<file path="config.mk">
export PLATFORM = sky130hd
export DESIGN_NAME = three_term_recurrence_checksum
export DESIGN_NICKNAME = d
export VERILOG_FILES = /design/src/rtl/ttrc_pkg.sv /design/src/rtl/ttrc_in_reg.sv /design/src/rtl/ttrc_step.sv /design/src/rtl/ttrc_out_reg.sv /design/src/rtl/three_term_recurrence_checksum.sv
export VERILOG_INCLUDE_DIRS = /design/src /design/src/rtl
export SDC_FILE = /design/constraint.sdc
export NUM_CORES = 1
export LEC_CHECK = 0
export BUFFER_PORTS_ARGS = -buffer_cell sky130_fd_sc_hd__buf_2
export CORE_ASPECT_RATIO = 1.75
export CORE_UTILIZATION = 60
export CTS_CLUSTER_SIZE = 28
export DETAILED_ROUTE_END_ITERATION = 10
export PLACE_DENSITY = 0.78
export RECOVER_POWER = 50
export SYNTH_ARGS = -nofsm -noshare
export SYNTH_HDL_FRONTEND = slang
export SYNTH_SLANG_ARGS = --single-unit
</file>
<file path="constraint.sdc">
create_clock -name i_clk -period 13.05 [get_ports i_clk]
set_input_delay 0.6525 -clock i_clk [delete_from_list [all_inputs] [get_ports i_clk]]
set_output_delay 0.6525 -clock i_clk [all_outputs]
set_load 0.02 [all_outputs]
</file>
<file path="src/rtl/three_term_recurrence_checksum_macros.svh">
// ----------------------------------------------------------------------------
// three_term_recurrence_checksum_macros
// assertion macros shared by the checksum block
// ----------------------------------------------------------------------------
`ifndef THREE_TERM_RECURRENCE_CHECKSUM_MACROS_SVH
`define THREE_TERM_RECURRENCE_CHECKSUM_MACROS_SVH

// same-cycle implication, sampled on i_clk, off during reset
`define TTRC_ASSERT_NOW(lbl, ante, cons, msg) \
    lbl: assert property (@(posedge i_clk) disable iff (!i_rst_n) (ante) |-> (cons)) \
        else $error(msg);

// next-cycle implication, sampled on i_clk, off during reset
`define TTRC_ASSERT_NEXT(lbl, ante, cons, msg) \
    lbl: assert property (@(posedge i_clk) disable iff (!i_rst_n) (ante) |=> (cons)) \
        else $error(msg);

`endif

</file>
<file path="src/rtl/ttrc_pkg.sv">
`timescale 1ns / 1ps
// ----------------------------------------------------------------------------
// ttrc_pkg
// types, constants and the mod-65535 fold for the recurrence checksum
// ----------------------------------------------------------------------------
package ttrc_pkg;

    localparam logic [15:0] K_MOD          = 16'hFFFF;
    localparam logic [7:0]  K_ALPHA_MUL    = 8'd17;
    localparam logic [7:0]  K_BETA_MUL     = 8'd31;
    localparam logic [15:0] K_FIRST_OFFSET = 16'd7;
    localparam logic [15:0] K_TERM_RESET   = 16'd1;
    localparam logic [7:0]  K_POS_FIRST    = 8'd1;

    // one input item
    typedef struct packed {
        logic [7:0] data_byte;
        logic       first;
        logic       last;
    } t_item;

    // recurrence state
    typedef struct packed {
        logic [15:0] prev_term;
        logic [15:0] cur_term;
        logic [7:0]  position;
    } t_state;

    // x mod 65535 for a 25-bit value: 2^16 folds onto 1
    function automatic logic [15:0] f_mod_fold(input logic [24:0] x);
        logic [16:0] sum;
        logic [16:0] red;
        sum = 17'(x[24:16]) + 17'(x[15:0]);
        red = sum - 17'(K_MOD);
        f_mod_fold = (sum >= 17'(K_MOD)) ? red[15:0] : sum[15:0];
    endfunction

endpackage

</file>
<file path="src/rtl/ttrc_in_reg.sv">
`timescale 1ns / 1ps
// ----------------------------------------------------------------------------
// ttrc_in_reg
// input register: holds one accepted byte until the term update takes it
// ----------------------------------------------------------------------------
module ttrc_in_reg (
    input  logic           i_clk,
    input  logic           i_rst_n,
    input  logic           i_valid,
    output logic           o_ready,
    input  ttrc_pkg::t_item i_item,
    input  logic           i_take,
    output logic           o_valid,
    output ttrc_pkg::t_item o_item
);
    import ttrc_pkg::*;

    logic  r_valid;
    logic  n_valid;
    t_item r_item;

    // free when empty or being emptied this cycle
    assign o_ready = !r_valid || i_take;
    assign n_valid = (i_valid && o_ready) || (r_valid && !i_take);

    // valid flag
    always_ff @(posedge i_clk) begin
        if (!i_rst_n) begin
            r_valid <= 1'b0;
        end else begin
            r_valid <= n_valid;
        end
    end

    // payload on each input transfer
    always_ff @(posedge i_clk) begin
        if (i_valid && o_ready) begin
            r_item <= i_item;
        end
    end

    assign o_valid = r_valid;
    assign o_item  = r_item;
endmodule

</file>
<file path="src/rtl/ttrc_step.sv">
`timescale 1ns / 1ps
// ----------------------------------------------------------------------------
// ttrc_step
// recurrence state and the combinational next-term logic
// ----------------------------------------------------------------------------
module ttrc_step (
    input  logic            i_clk,
    input  logic            i_rst_n,
    input  logic            i_step,
    input  ttrc_pkg::t_item  i_item,
    output logic [15:0]     o_next_term,
    output ttrc_pkg::t_state o_state
);
    import ttrc_pkg::*;

    t_state      r_state;
    t_state      n_state;
    logic [15:0] alpha_full;
    logic [15:0] beta_full;
    logic [8:0]  coef;
    logic [24:0] pos_part;
    logic [24:0] neg_part;
    logic [24:0] diff_pos;
    logic [24:0] diff_neg;
    logic [15:0] mod_pos;
    logic [15:0] mod_neg;
    logic [15:0] wrap_term;
    logic [15:0] next_term;

    // position-dependent coefficients, kept to 8 bits
    assign alpha_full = 16'(r_state.position) * 16'(K_ALPHA_MUL);
    assign beta_full  = 16'(r_state.position) * 16'(K_BETA_MUL);
    assign coef       = 9'(i_item.data_byte) + 9'(alpha_full[7:0]);

    // the two products
    assign pos_part = 25'(coef) * 25'(r_state.cur_term);
    assign neg_part = 25'(beta_full[7:0]) * 25'(r_state.prev_term);

    // non-negative difference, or the wrapped negative one
    assign diff_pos  = pos_part - neg_part;
    assign diff_neg  = neg_part - pos_part - 25'd1;
    assign mod_pos   = f_mod_fold(diff_pos);
    assign mod_neg   = f_mod_fold(diff_neg);
    assign wrap_term = (mod_neg == 16'd0) ? 16'd0 : K_MOD - mod_neg;

    // pick the new current term
    always_comb begin
        if (i_item.first) begin
            next_term = 16'(i_item.data_byte) + K_FIRST_OFFSET;
        end else if (pos_part >= neg_part) begin
            next_term = mod_pos;
        end else begin
            next_term = wrap_term;
        end
    end

    // state advance
    always_comb begin
        n_state = r_state;
        if (i_step) begin
            n_state.cur_term = next_term;
            if (i_item.first) begin
                n_state.prev_term = K_TERM_RESET;
                n_state.position  = K_POS_FIRST;
            end else begin
                n_state.prev_term = r_state.cur_term;
                n_state.position  = r_state.position + 8'd1;
            end
        end
    end

    // state registers
    always_ff @(posedge i_clk) begin
        if (!i_rst_n) begin
            r_state.prev_term <= K_TERM_RESET;
            r_state.cur_term  <= K_TERM_RESET;
            r_state.position  <= 8'd0;
        end else begin
            r_state <= n_state;
        end
    end

    assign o_next_term = next_term;
    assign o_state     = r_state;
endmodule

</file>
<file path="src/rtl/ttrc_out_reg.sv">
`timescale 1ns / 1ps
// ----------------------------------------------------------------------------
// ttrc_out_reg
// result register: holds the checksum and final flag until taken
// ----------------------------------------------------------------------------
module ttrc_out_reg (
    input  logic        i_clk,
    input  logic        i_rst_n,
    input  logic        i_load,
    input  logic [15:0] i_checksum,
    input  logic        i_is_final,
    output logic        o_can_load,
    output logic        o_valid,
    input  logic        i_ready,
    output logic [15:0] o_checksum,
    output logic        o_is_final
);
    logic        r_valid;
    logic [15:0] r_checksum;
    logic        r_is_final;

    // room when empty or being taken this cycle
    assign o_can_load = !r_valid || i_ready;

    // valid flag
    always_ff @(posedge i_clk) begin
        if (!i_rst_n) begin
            r_valid <= 1'b0;
        end else begin
            r_valid <= i_load || (r_valid && !i_ready);
        end
    end

    // result payload
    always_ff @(posedge i_clk) begin
        if (i_load) begin
            r_checksum <= i_checksum;
            r_is_final <= i_is_final;
        end
    end

    assign o_valid    = r_valid;
    assign o_checksum = r_checksum;
    assign o_is_final = r_is_final;
endmodule

</file>
<file path="src/rtl/three_term_recurrence_checksum.sv">
`timescale 1ns / 1ps
// ----------------------------------------------------------------------------
// three_term_recurrence_checksum
// running three-term recurrence checksum, one message byte per transfer
// ----------------------------------------------------------------------------
//  channel | valid       | ready       | payload
//  --------+-------------+-------------+-------------------------------------
//  in      | i_in_valid  | o_in_ready  | i_data_byte, i_first, i_last
//  out     | o_out_valid | i_out_ready | o_checksum, o_is_final
//
//  one byte per cycle while the output is ready; bytes pass the input, then
//  the result stage. the term update sets the rate: two products, a subtract
//  and a mod-65535 fold feed the state registers combinationally. synchronous
//  active-low reset: terms to 1, position to 0, both stages empty. a stalled
//  output holds its result; input takes one more byte, then stalls
// ----------------------------------------------------------------------------
`include "three_term_recurrence_checksum_macros.svh"

module three_term_recurrence_checksum (
    input  logic        i_clk,
    input  logic        i_rst_n,
    input  logic        i_in_valid,
    output logic        o_in_ready,
    input  logic [7:0]  i_data_byte,
    input  logic        i_first,
    input  logic        i_last,
    output logic        o_out_valid,
    input  logic        i_out_ready,
    output logic [15:0] o_checksum,
    output logic        o_is_final
);
    import ttrc_pkg::*;

    t_item       in_item;
    t_item       held_item;
    logic        held_valid;
    logic        out_can_load;
    logic        step;
    logic [15:0] next_term;
    t_state      state;

    assign in_item.data_byte = i_data_byte;
    assign in_item.first     = i_first;
    assign in_item.last      = i_last;

    // move a held byte into the result when there is room
    assign step = held_valid && out_can_load;

    // input stage
    ttrc_in_reg u_in_reg (
        .i_clk   (i_clk),
        .i_rst_n (i_rst_n),
        .i_valid (i_in_valid),
        .o_ready (o_in_ready),
        .i_item  (in_item),
        .i_take  (step),
        .o_valid (held_valid),
        .o_item  (held_item)
    );

    // term update
    ttrc_step u_step (
        .i_clk       (i_clk),
        .i_rst_n     (i_rst_n),
        .i_step      (step),
        .i_item      (held_item),
        .o_next_term (next_term),
        .o_state     (state)
    );

    // result stage
    ttrc_out_reg u_out_reg (
        .i_clk      (i_clk),
        .i_rst_n    (i_rst_n),
        .i_load     (step),
        .i_checksum (next_term),
        .i_is_final (held_item.last),
        .o_can_load (out_can_load),
        .o_valid    (o_out_valid),
        .i_ready    (i_out_ready),
        .o_checksum (o_checksum),
        .o_is_final (o_is_final)
    );

    // checks
    `TTRC_ASSERT_NOW(a_checksum_range, o_out_valid, o_checksum != K_MOD, "checksum out of range")
    `TTRC_ASSERT_NEXT(a_first_restart, step && held_item.first, (state.position == K_POS_FIRST) && (state.prev_term == K_TERM_RESET), "first byte did not restart")
    `TTRC_ASSERT_NEXT(a_pos_advance, step && !held_item.first, state.position == $past(state.position) + 8'd1, "position did not advance")
    `TTRC_ASSERT_NEXT(a_result_matches, step, o_out_valid && (o_checksum == state.cur_term), "result differs from state")
    `TTRC_ASSERT_NEXT(a_held_kept, held_valid && !step, held_valid && $stable(state), "held byte lost or state moved")
endmodule

</file>
==> flow_summary_export.csv <==
group,metric,value,unit
run_status,status,"finished, violations left",
run_status,violations,"capacitance limit, slew limit",
setup_path,path_buf_inv,7,
yosys,synth_top_flop_cell,"dfxtp_1",
global_routing,grt.total_usage,36.9,%
yosys,syn_inst,2005,
setup_path,r2r_start,"u_step.o_state[2]",
die,floorplan.initialDensity,61.1,%
final_layout,fin_nets,2420,
timing,fmax,0.0806,GHz
timing,worst_slew_pin_slew,1.78,ns
timing,min_period,12.41,ns
yosys,netlist.area_leader.share,23.7,%
setup_path,crit_fanout,8,
global_routing,antenna_found_initial,1,
final_layout,multiInputGateArea,13700,um2
global_routing,grt_pass1_wl,79700,um
timing,fin_crit_sh,95.1,%
timing,hold_viol_final,0,
timing,slew_viol_final,33,
clock_network,cts.hold.buffers_added,0,
setup_path,cp_slowest_cell,"fa_1",
final_layout,n_antenna_cell,0,
setup_path,crit_start,"u_step.o_state[2]",
setup_path,crit_path_end_kind,"register",
detailed_routing,first_pass_iters,7,
setup_path,crit_family,"adder cells",
clock_network,cts.sinks,69,
die,core_area,27300,um2
yosys,synth-adder-area-share,37.4,%
setup_path,crit_arrival,12.64,ns
detailed_routing,wl_per_cell,21.1,um
timing,setup_ws,0.643,ns
worst_hold_path,hold_path.class,"register to register",
yosys,yosysSeqAreaShare,9.88,%
yosys,synthTopCellsByArea,"fa_1 24%, ha_1 14%, inv_1 6.8%, xnor2_1 6.7%, dfxtp_1 5.0%",
yosys,synth-simple-area-share,18.6,%
final_layout,drive_above_1_share,7.24,%
detailed_routing,antenna_left,0,
detailed_routing,routed_via_density,6.05,
final_layout,layout_commonest_cell,"inv_1",
placed_design,io_buffers,32,
yosys,synth_nets,2400,
job,max-cap-violations,1,
yosys,synth.distinct_cells,84,
die,die_h,223,um
placed_design,pre_cts_ws,-0.112,ns
final_layout,syn2layout_area_growth,6.73,%
global_routing,overflow,0,
yosys,yosys.area_share.xor_xnor,8.49,%
clock_network,cts.clk_slew.worst_paths,0.06,ns
final_layout,final_cell_mix,"303 x inv_1, 224 x nand2_1, 198 x fa_1",
die,rows,80,
yosys,synth_top_family_by_area,"adder cells",
setup_path,cp-start-kind,"register",
yosys,synth_async_sr_flop_share,0,%
die,dieArea,28500,um2
die,pin_count,33,
detailed_routing,drc,0,
clock_network,clk_latency,0.35,ns
timing,rsz0062_at_grt,"no",
yosys,yosys_warnings,0,
yosys,syn_area_per_cell,8.33,um2
yosys,synth-edff-count,27,
global_routing,grt_max_degree,61,
detailed_routing,drtIter0Drc,777,
setup_path,path_class,"register to register",
yosys,synthMuxAreaShare,0.314,%
timing,fin_tns_setup,0,ns
timing,clock-skew-final,0.0139,ns
die,fp.dieW,128,um
setup_path,cp_slowest_stage_delay,0.54,ns
detailed_routing,drt-total-wl,50500,um
timing,slew_headroom,-18.6,%
placed_design,gp_congestion,0.997,
final_layout,seqCellArea,1650,um2
clock_network,h-tree-depth,3,
setup_path,required,13.28,ns
yosys,synth_top_area_cell,"fa_1",
yosys,syn_area,16700,um2
final_layout,fillerInstances,2364,
setup_path,crit_path_frequent_cell,"fa_1",
worst_hold_path,hp-start,"u_in_reg.o_item[0]",
clock_network,root_buffer,"clkbuf_16",
clock_network,clockBufferDepth,2,
detailed_routing,vias,14502,
timing,finalSetupViolCount,0,
placed_design,dp_hpwl,41500,um
global_routing,grt_pass1_vias,15309,
clock_network,cts_buffers,9,
yosys,ys_seq_elements,69,
clock_network,cts_tree,"yes",
yosys,synth_compound_area_share,16.3,%
kinds of logic after synthesis:
logic type / Yosys count
mux: 5
buf+inv: 388
flops: 69
simple gates: 614
fa+ha+maj: 381
compound gates: 386
xor+xnor: 162
worst reg2reg max path, delay by kind of cell, from the launching register on:
kind / cells / cell delay, ns
DFF: 1 / 0.31
buffers and inverters: 7 / 0.80
and+or+nand+nor: 6 / 1.23
xor gates and xnor gates: 4 / 0.96
adders and majority gates: 11 / 5.08
AOI/OAI and AO/OA: 17 / 3.90
final timing paths:
check        cells after the start              endpoint  slack [ns]
max                             45    u_step.o_state[19]        0.64
min                              0  u_out_reg.o_is_final        0.44
max reg2reg                     45    u_step.o_state[19]        0.64
min reg2reg                      0  u_out_reg.o_is_final        0.44
final cells by class:
class / instances / area share (%)
flip-flops and latches: 69 / 9.27
clock inverters: 4 / 0.407
well taps: 369 / 2.59
repair buffers: 92 / 3.26
multi-input cells: 1549 / 76.7
inverters: 304 / 6.40
clock buffers: 12 / 1.38
stage by stage:
step / instances / util [%] / instance area (um2) / hold slack [ns]
CTS: 2391 / 64.8 / 17700 / 0.439
finish: 2399 / 65.3 / 17800 / 0.436
detailed placement: 2375 / 63.6 / 17400 / 0.426
floorplan: 2005 / - / 16700 / 0.400
global route: 2399 / 65.3 / 17800 / 0.451
global placement: 2375 / 63.6 / 17400 / 0.410
Yosys cell counts, types with 37 or more instances:
master      n
nand3_1    37
dfxtp_1    42
ha_1      183
a21oi_1   112
nor2_1     68
nand2_1   224
a21o_1     42
clkbuf_1   66
xnor2_1   127
fa_1      198
inv_1     303
o21ai_0    58
and2_1    134
sequential cells by signal, summed over array words and instances, names as in the netlist:
register              cells
u_step.o_state           40
u_in_reg.o_item          10
u_in_reg.o_valid          1
u_out_reg.o_valid         1
u_out_reg.o_is_final      1
u_out_reg.o_checksum     16
what timing repair did:
item	4_1_cts	5_1_grt
cloned	0	1
setup buffers	0	7
setup endpoints to repair	23	32
hold endpoints to repair	0	0
pin swaps	0	7
gates resized for setup	2	29
metal layers:
metal / GRT usage, % / share of wire (%) / vias up / routed length (um)
met5: 0 / 0 / - / 0
met4: 28.7 / 9.1 / 0 / 4610
met3: 6.09 / 5.4 / 216 / 2750
met2: 67.0 / 52 / 551 / 26200
met1: 36.7 / 34 / 7125 / 17000
li1: - / - / 6610 / -
Power is left out: the tool's default activity adds up to more than one toggle a clock period on the data nets, which glitch-free logic cannot reach.
